**src/rtl/core/ipv4_destination_blocklist_assert.svh**
```systemverilog
// Assertion macros shared by the blocklist RTL.
`ifndef IPV4_DESTINATION_BLOCKLIST_ASSERT_SVH
`define IPV4_DESTINATION_BLOCKLIST_ASSERT_SVH

// Same-cycle implication, disabled during reset.
`define IDB_ASSERT_NOW(label, clk, rstn, ante, cons) \
    label: assert property (@(posedge clk) disable iff (!(rstn)) (ante) |-> (cons)) \
        else $error("blocklist assertion failed");

// Next-cycle implication, disabled during reset.
`define IDB_ASSERT_NEXT(label, clk, rstn, ante, cons) \
    label: assert property (@(posedge clk) disable iff (!(rstn)) (ante) |=> (cons)) \
        else $error("blocklist assertion failed");

`endif

```
**src/rtl/core/ipv4_dbl_pkg.sv**
```systemverilog
`default_nettype none

package ipv4_dbl_pkg;

    localparam int ACTION_W  = 2;
    localparam int ADDR_W    = 32;
    localparam int STATUS_W  = 2;
    localparam int S_TDATA_W = 40;
    localparam int M_TDATA_W = 8;

    typedef logic [ACTION_W-1:0] action_t;
    typedef logic [STATUS_W-1:0] status_t;

    localparam action_t ACT_CHECK  = 2'd0;
    localparam action_t ACT_ADD    = 2'd1;
    localparam action_t ACT_REMOVE = 2'd2;

    localparam status_t STATUS_DONE      = 2'd0;
    localparam status_t STATUS_DUPLICATE = 2'd1;
    localparam status_t STATUS_NOT_FOUND = 2'd2;
    localparam status_t STATUS_FULL      = 2'd3;

    typedef enum logic [1:0] {
        S_IDLE,
        S_SCAN,
        S_FINISH
    } dbl_state_t;

    typedef struct packed {
        logic load;
        logic step;
        logic commit;
    } dbl_cmd_t;

    typedef struct packed {
        logic scan_last;
    } dbl_sts_t;

endpackage

`default_nettype wire

```
**src/rtl/core/ipv4_dbl_ram.sv**
```systemverilog
`default_nettype none

module ipv4_dbl_ram #(
    parameter int WIDTH = 32,
    parameter int DEPTH = 16,
    parameter int AW    = (DEPTH > 1) ? $clog2(DEPTH) : 1
) (
    input  wire logic             aclk,
    input  wire logic             we,
    input  wire logic [AW-1:0]    waddr,
    input  wire logic [WIDTH-1:0] wdata,
    input  wire logic [AW-1:0]    raddr,
    output logic      [WIDTH-1:0] rdata
);

    logic [WIDTH-1:0] mem [DEPTH];
    logic [WIDTH-1:0] rdata_reg;

    always_ff @(posedge aclk) begin
        if (we) begin
            mem[waddr] <= wdata;
        end
        rdata_reg <= mem[raddr];
    end

    assign rdata = rdata_reg;

endmodule

`default_nettype wire

```
**src/rtl/core/ipv4_dbl_dp.sv**
```systemverilog
`default_nettype none
`include "ipv4_destination_blocklist_assert.svh"

module ipv4_dbl_dp #(
    parameter int TABLE_ENTRIES = 16
) (
    input  wire logic                  aclk,
    input  wire logic                  aresetn,
    input  wire ipv4_dbl_pkg::dbl_cmd_t cmd,
    output ipv4_dbl_pkg::dbl_sts_t     sts,
    input  wire ipv4_dbl_pkg::action_t in_action,
    input  wire logic [31:0]           in_address,
    output logic                       out_drop,
    output ipv4_dbl_pkg::status_t      out_status
);

    import ipv4_dbl_pkg::*;

    localparam int IW = (TABLE_ENTRIES > 1) ? $clog2(TABLE_ENTRIES) : 1;
    localparam int CW = IW + 1;

    action_t                  op_reg;
    logic [ADDR_W-1:0]        addr_reg;
    logic [CW-1:0]            cnt_reg, cnt_next;
    logic                     hit_reg, hit_next;
    logic [IW-1:0]            hit_idx_reg, hit_idx_next;
    logic                     free_reg, free_next;
    logic [IW-1:0]            free_idx_reg, free_idx_next;
    logic [TABLE_ENTRIES-1:0] valid_reg, valid_next;
    logic                     drop_reg, drop_next;
    status_t                  status_reg, status_next;

    logic [CW-1:0]     cnt_dec;
    logic [IW-1:0]     cmp_idx;
    logic              cmp_en;
    logic [ADDR_W-1:0] ram_rdata;
    logic              wr_en;

    assign cnt_dec       = cnt_reg - CW'(1);
    assign cmp_idx       = cnt_dec[IW-1:0];
    assign cmp_en        = cmd.step && (cnt_reg != '0);
    assign sts.scan_last = (cnt_reg == CW'(TABLE_ENTRIES));
    assign wr_en         = cmd.commit && (op_reg == ACT_ADD) && !hit_reg && free_reg;

    ipv4_dbl_ram #(
        .WIDTH (ADDR_W),
        .DEPTH (TABLE_ENTRIES),
        .AW    (IW)
    ) u_ram (
        .aclk  (aclk),
        .we    (wr_en),
        .waddr (free_idx_reg),
        .wdata (addr_reg),
        .raddr (cnt_reg[IW-1:0]),
        .rdata (ram_rdata)
    );

    always_comb begin
        cnt_next      = cnt_reg;
        hit_next      = hit_reg;
        hit_idx_next  = hit_idx_reg;
        free_next     = free_reg;
        free_idx_next = free_idx_reg;
        valid_next    = valid_reg;
        drop_next     = drop_reg;
        status_next   = status_reg;
        if (cmd.load) begin
            cnt_next  = '0;
            hit_next  = 1'b0;
            free_next = 1'b0;
        end
        if (cmd.step && !sts.scan_last) begin
            cnt_next = cnt_reg + CW'(1);
        end
        if (cmp_en) begin
            // compare the entry read in the previous cycle
            if (valid_reg[cmp_idx] && (ram_rdata == addr_reg) && !hit_reg) begin
                hit_next     = 1'b1;
                hit_idx_next = cmp_idx;
            end
            if (!valid_reg[cmp_idx] && !free_reg) begin
                free_next     = 1'b1;
                free_idx_next = cmp_idx;
            end
        end
        if (cmd.commit) begin
            drop_next   = 1'b0;
            status_next = STATUS_DONE;
            priority if (op_reg == ACT_CHECK) begin
                drop_next = hit_reg;
            end else if (op_reg == ACT_ADD) begin
                if (hit_reg) begin
                    status_next = STATUS_DUPLICATE;
                end else if (!free_reg) begin
                    status_next = STATUS_FULL;
                end else begin
                    valid_next[free_idx_reg] = 1'b1;
                end
            end else if (op_reg == ACT_REMOVE) begin
                if (hit_reg) begin
                    valid_next[hit_idx_reg] = 1'b0;
                end else begin
                    status_next = STATUS_NOT_FOUND;
                end
            end else begin
                drop_next = 1'b0;
            end
        end
    end

    always_ff @(posedge aclk) begin
        if (!aresetn) begin
            valid_reg <= '0;
        end else begin
            valid_reg <= valid_next;
        end
    end

    always_ff @(posedge aclk) begin
        if (cmd.load) begin
            op_reg   <= in_action;
            addr_reg <= in_address;
        end
        cnt_reg      <= cnt_next;
        hit_reg      <= hit_next;
        hit_idx_reg  <= hit_idx_next;
        free_reg     <= free_next;
        free_idx_reg <= free_idx_next;
        drop_reg     <= drop_next;
        status_reg   <= status_next;
    end

    assign out_drop   = drop_reg;
    assign out_status = status_reg;

    `IDB_ASSERT_NEXT(a_load_clears_scan, aclk, aresetn, cmd.load,
        (cnt_reg == '0) && !hit_reg && !free_reg)
    `IDB_ASSERT_NEXT(a_add_sets_valid, aclk, aresetn, wr_en, valid_reg[$past(free_idx_reg)])
    `IDB_ASSERT_NOW(a_hit_not_free, aclk, aresetn, hit_reg && free_reg,
        hit_idx_reg != free_idx_reg)

endmodule

`default_nettype wire

```
**src/rtl/core/ipv4_dbl_ctrl.sv**
```systemverilog
`default_nettype none
`include "ipv4_destination_blocklist_assert.svh"

module ipv4_dbl_ctrl (
    input  wire logic                   aclk,
    input  wire logic                   aresetn,
    input  wire logic                   s_tvalid,
    output logic                        s_tready,
    output logic                        m_tvalid,
    input  wire logic                   m_tready,
    output ipv4_dbl_pkg::dbl_cmd_t      cmd,
    input  wire ipv4_dbl_pkg::dbl_sts_t sts
);

    import ipv4_dbl_pkg::*;

    dbl_state_t state_reg, state_next;
    logic       m_tvalid_reg, m_tvalid_next;
    logic       out_free;

    assign out_free = !m_tvalid_reg || m_tready;

    always_comb begin
        state_next    = state_reg;
        cmd           = '0;
        s_tready      = 1'b0;
        m_tvalid_next = m_tvalid_reg && !m_tready;
        unique case (state_reg)
            S_IDLE: begin
                s_tready = 1'b1;
                if (s_tvalid) begin
                    cmd.load   = 1'b1;
                    state_next = S_SCAN;
                end
            end
            S_SCAN: begin
                cmd.step = 1'b1;
                if (sts.scan_last) begin
                    state_next = S_FINISH;
                end
            end
            S_FINISH: begin
                if (out_free) begin
                    cmd.commit    = 1'b1;
                    m_tvalid_next = 1'b1;
                    state_next    = S_IDLE;
                end
            end
            default: begin
                state_next = S_IDLE;
            end
        endcase
    end

    always_ff @(posedge aclk) begin
        if (!aresetn) begin
            state_reg    <= S_IDLE;
            m_tvalid_reg <= 1'b0;
        end else begin
            state_reg    <= state_next;
            m_tvalid_reg <= m_tvalid_next;
        end
    end

    assign m_tvalid = m_tvalid_reg;

    `IDB_ASSERT_NOW(a_commit_out_free, aclk, aresetn, cmd.commit, out_free)
    `IDB_ASSERT_NEXT(a_result_held, aclk, aresetn, m_tvalid_reg && !m_tready, m_tvalid_reg)
    `IDB_ASSERT_NEXT(a_scan_ends, aclk, aresetn, (state_reg == S_SCAN) && sts.scan_last,
        state_reg == S_FINISH)

endmodule

`default_nettype wire

```
**src/rtl/core/ipv4_destination_blocklist.sv**
```systemverilog
// IPv4 destination blocklist.
// Slave stream: one transfer per request, s_tdata holds the action (check,
// add, remove) and a 32-bit address. Master stream: one transfer per request,
// m_tdata holds the drop verdict and a status code (done, duplicate,
// not found, table full).
// Each request scans all TABLE_ENTRIES slots of the address RAM, one read
// per cycle, with the compare in the cycle after the read. The result shows on
// m_tvalid after the scan, once the output register is free. The next request
// is taken only after that result is committed, so requests do not overlap
// in the scan, which uses the single read port of the address RAM.
// Reset (aresetn low, synchronous) clears all valid marks at once, empties
// the output register and returns to idle; the address RAM is not cleared.
// A finished result waits in the output register while m_tready is low; the
// next request is still taken and scanned, and its result is held until the
// output register is free.
`default_nettype none

module ipv4_destination_blocklist #(
    parameter int TABLE_ENTRIES = 16
) (
    input  wire logic                                aclk,
    input  wire logic                                aresetn,
    input  wire logic                                s_tvalid,
    output logic                                     s_tready,
    // [1:0] action, [33:2] address, [39:34] zero
    input  wire logic [ipv4_dbl_pkg::S_TDATA_W-1:0] s_tdata,
    output logic                                     m_tvalid,
    input  wire logic                                m_tready,
    // [0] drop, [2:1] status, [7:3] zero
    output logic      [ipv4_dbl_pkg::M_TDATA_W-1:0] m_tdata
);

    import ipv4_dbl_pkg::*;

    dbl_cmd_t cmd;
    dbl_sts_t sts;
    logic     out_drop;
    status_t  out_status;

    ipv4_dbl_ctrl u_ctrl (
        .aclk     (aclk),
        .aresetn  (aresetn),
        .s_tvalid (s_tvalid),
        .s_tready (s_tready),
        .m_tvalid (m_tvalid),
        .m_tready (m_tready),
        .cmd      (cmd),
        .sts      (sts)
    );

    ipv4_dbl_dp #(
        .TABLE_ENTRIES (TABLE_ENTRIES)
    ) u_dp (
        .aclk       (aclk),
        .aresetn    (aresetn),
        .cmd        (cmd),
        .sts        (sts),
        .in_action  (s_tdata[ACTION_W-1:0]),
        .in_address (s_tdata[ACTION_W+ADDR_W-1:ACTION_W]),
        .out_drop   (out_drop),
        .out_status (out_status)
    );

    assign m_tdata = {{(M_TDATA_W-STATUS_W-1){1'b0}}, out_status, out_drop};

endmodule

`default_nettype wire
```
**config.mk**
```make
export PLATFORM = sky130hd
export DESIGN_NAME = ipv4_destination_blocklist
export DESIGN_NICKNAME = d
export VERILOG_FILES = /design/src/rtl/core/ipv4_dbl_pkg.sv /design/src/rtl/core/ipv4_dbl_ram.sv /design/src/rtl/core/ipv4_dbl_dp.sv /design/src/rtl/core/ipv4_dbl_ctrl.sv /design/src/rtl/core/ipv4_destination_blocklist.sv
export VERILOG_INCLUDE_DIRS = /design/src /design/src/rtl/core
export SDC_FILE = /design/constraint.sdc
export NUM_CORES = 1
export LEC_CHECK = 0
export BUFFER_PORTS_ARGS = -buffer_cell sky130_fd_sc_hd__buf_2
export CORE_MARGIN = 5
export CORE_UTILIZATION = 55
export DETAILED_ROUTE_END_ITERATION = 16
export PLACE_DENSITY = 0.82
export SLEW_MARGIN = 40
export SYNTH_ARGS = -nofsm -noshare
export SYNTH_HDL_FRONTEND = slang
export SYNTH_SLANG_ARGS = --single-unit
```
**constraint.sdc**
```tcl
create_clock -name aclk -period 4.2 [get_ports aclk]
set_clock_uncertainty 0.05 [all_clocks]
set_input_delay 0.42 -clock aclk [delete_from_list [all_inputs] [get_ports aclk]]
set_output_delay 0.42 -clock aclk [all_outputs]
set_load 0.02 [all_outputs]
```
==> summary.txt <==
Clock network
  • Root buffer cell: clkbuf_16
  • Clock Path Buffers: 3
  • CTS buffer count: 57
  • Clock sink count: 615
  • Post-CTS Setup Bufs: 0
  • Worst-skew pair later-pin latency: 0.62 ns
  • CTS tree: built
  • Worst-path clk slew: 0.06 ns
  • Post-CTS sizing: 0
  • CTS H-tree lvls: 2

Timing
  • Final Hold Viols: 0
  • Fin. max-slew vios: 0
  • RSZ-0062 raised after global routing: false
  • Min Tclk post-route: 3.05 ns
  • Final period utilization: 72.6%
  • Least-Margin Pin Slew: 0.827 ns
  • Max_slew headroom: 44.9%
  • Setup violators final: 0
  • Max Fclk: 0.328 GHz
  • Sum Neg Setup Slack: 0 ns

Yosys
  • Mapped Cells: 1033
  • Yosys warns: 0
  • Mean area per synthesized cell: 22.4 um2
  • Synth area leaders: edfxtp_1 73%, mux4_2 16%, dfxtp_1 4.6%
  • Main flop type after synthesis: edfxtp_1
  • Synth area leader: edfxtp_1
  • Yosys top cell area share: 72.9%
  • #FFs+latches synth: 615
  • Sequential element share of the synthesized area: 77.5%
  • Post-synth EDFFs: 562
  • Cell area after synthesis: 0.0232 mm2
  • Async SR Flop Fraction: 0%
  • Cell variety after synth: 43

Floorplan
  • Rows: 75
  • Core area: 0.0418 mm2
  • Initial core utilization: 55.4%
  • Ports: 54
  • Die W: 215 um
  • Die ar.: 0.0463 mm2
  • Die H: 215 um

Power
  • Peak supply drop: 0.431 mV
  • Leak pwr: 8.25 nW
  • Pwr dens: 497 mW/mm2
  • Total power: 0.0131 W

Layout
  • Fillcell total: 2645
  • N_diodes: 0
  • Multi-input gate area: 0.00508 mm2
  • Area growth syn-to-layout: 13.6%
  • Most frequent cells in the layout: 562 x edfxtp_1, 163 x mux4_2, 58 x clkbuf_16
  • Final nets: 1201
  • Post-Route Utilization: 63.0%
  • Final Cell Area: 0.0263 mm2
  • Commonest non-fill, non-tap cell in the layout: edfxtp_1
  • Sequential Area: 0.0179 mm2
  • Layout cell share with drive strength beyond 1: 28.0%
  • Max reg flops: 512

Critical path
  • CP arrival: 3.23 ns
  • Critical Setup Path Class: reg -> reg
  • Crit path launch type: flip-flop
  • Worst EP required: 4.38 ns
  • Critical path endpoint category: flip-flop
  • Crit-path max FO: 17

Drt
  • DR iter-0 viols: 1467
  • Post-DRT Antenna Nets: 0
  • Drc violations: 0
  • Final wirelength: 49900 um
  • Via count: 11000
  • Wire per inst: 28.7 um
  • Drt pass-1 iters: 5
  • Via density: 6.30

Place
  • Placed inst area: 0.0242 mm2
  • DP HPWL: 24400 um
  • I/O Buffers: 42
  • Gpl congestion: 0.815

Run
  • MaxCap Viol Count: 0

GRT
  • First-pass GRT wire length: 74700 um
  • GRT Util Overall: 21.8%
  • Pin count of the biggest net entering global routing: 132
  • Initial antenna violation count: 0
  • Vias in the first global route: 11500
  • Total congestion overflow: 0

Status
  • Status: complete, no violations

Worst hold path
  • Worst Hold Class: in -> reg
[path summary, 6_finish.rpt]
| check | from | endpoint | slack [ns] | cells past startpoint |
|---|---|---|---|---|
| worst min register to register | u_dp.valid_reg[4] | u_dp.valid_reg[4] | 0.43 | 2 |
| worst max-delay path | u_dp.addr_reg[7] | u_dp.hit_idx_reg[3] | 1.15 | 5 |
| worst max register to register | u_dp.addr_reg[7] | u_dp.hit_idx_reg[3] | 1.15 | 5 |
| worst min-delay path | aresetn | u_dp.valid_reg[15] | 0.16 | 2 |
[metal layers]
layer | global-route usage (%) | wire (um)
met1 | 29.4 | 18400
met5 | 0 | 0
met2 | 35.7 | 25300
met4 | 7.36 | 1590
met3 | 5.02 | 4530
[what timing repair did]
item	in CTS	in global routing
hold endpoints to repair	34	0
endpoints found under the setup margin	0	0
hold buffers	34	0
[Yosys cell counts (3+ instances only)]
library cell  count
dfxtp_1          53
a21oi_1           3
o31ai_1           3
nand2b_1          8
buf_4             7
xor2_1            7
nand2_1          18
buf_2            15
a21boi_0         13
nand3_1          10
clkbuf_1         20
buf_1             5
mux4_2          163
ha_1              6
edfxtp_1        562
o21ai_0          14
and2_1            4
xnor2_1          30
nor3_1            3
nand4_1           8
nor2b_1           4
inv_1            11
mux2i_1           5
nor2_1           34
nor4_1            4
[power by group]
part	internal [W]	switching, W	leakage [nW]
logic	0.000579	0.000549	1.85
registers	0.00684	0.000161	5.52
clock network	0.00273	0.00222	0.877
total	0.0102	0.00293	8.25
[critical path, cell delays in order, from the launching register on]
cell and delay, ns:
edfxtp_1 0.64, xnor2_1 0.41, nand4_1 0.18, nor4_1 0.56, nand4_1 0.27, nor4_2 0.55
[cell families after synthesis]
| group | after synthesis | share of synthesized area, % |
|---|---|---|
| XOR/XNOR | 37 | 1.40 |
| AND/OR/NAND/NOR | 104 | 2.28 |
| buffers and inverters | 59 | 1.18 |
| multiplexers | 169 | 16.1 |
| adder cells (fa/ha/maj) | 6 | 0.324 |
| other | 1 | 0.0162 |
| AO/OA/AOI/OAI | 42 | 1.21 |
| flip-flops | 615 | 77.5 |
[metrics by stage]
stage | hold slack (ns) | instances | worst slack, ns
after global routing | 0.163 | 1738 | 1.07
after CTS | 0.132 | 1738 | 1.21
after global placement | 0.418 | 1597 | 1.30
after floorplan | 0.396 | 1037 | 0.969
final | 0.162 | 1738 | 1.15
after detailed placement | 0.422 | 1597 | 1.23
[layout make-up]
type                            instances  share of cell area (%)
Clock buffer                           79                    5.93
Clock inverter                         28                   0.832
Inverter                               11                   0.166
Multi-Input combinational cell        363                    19.3
Sequential cell                       615                    68.2
Tap cell                              539                    2.56
Timing Repair Buffer                  103                    3.02
(Power assumes the default switching activity.)
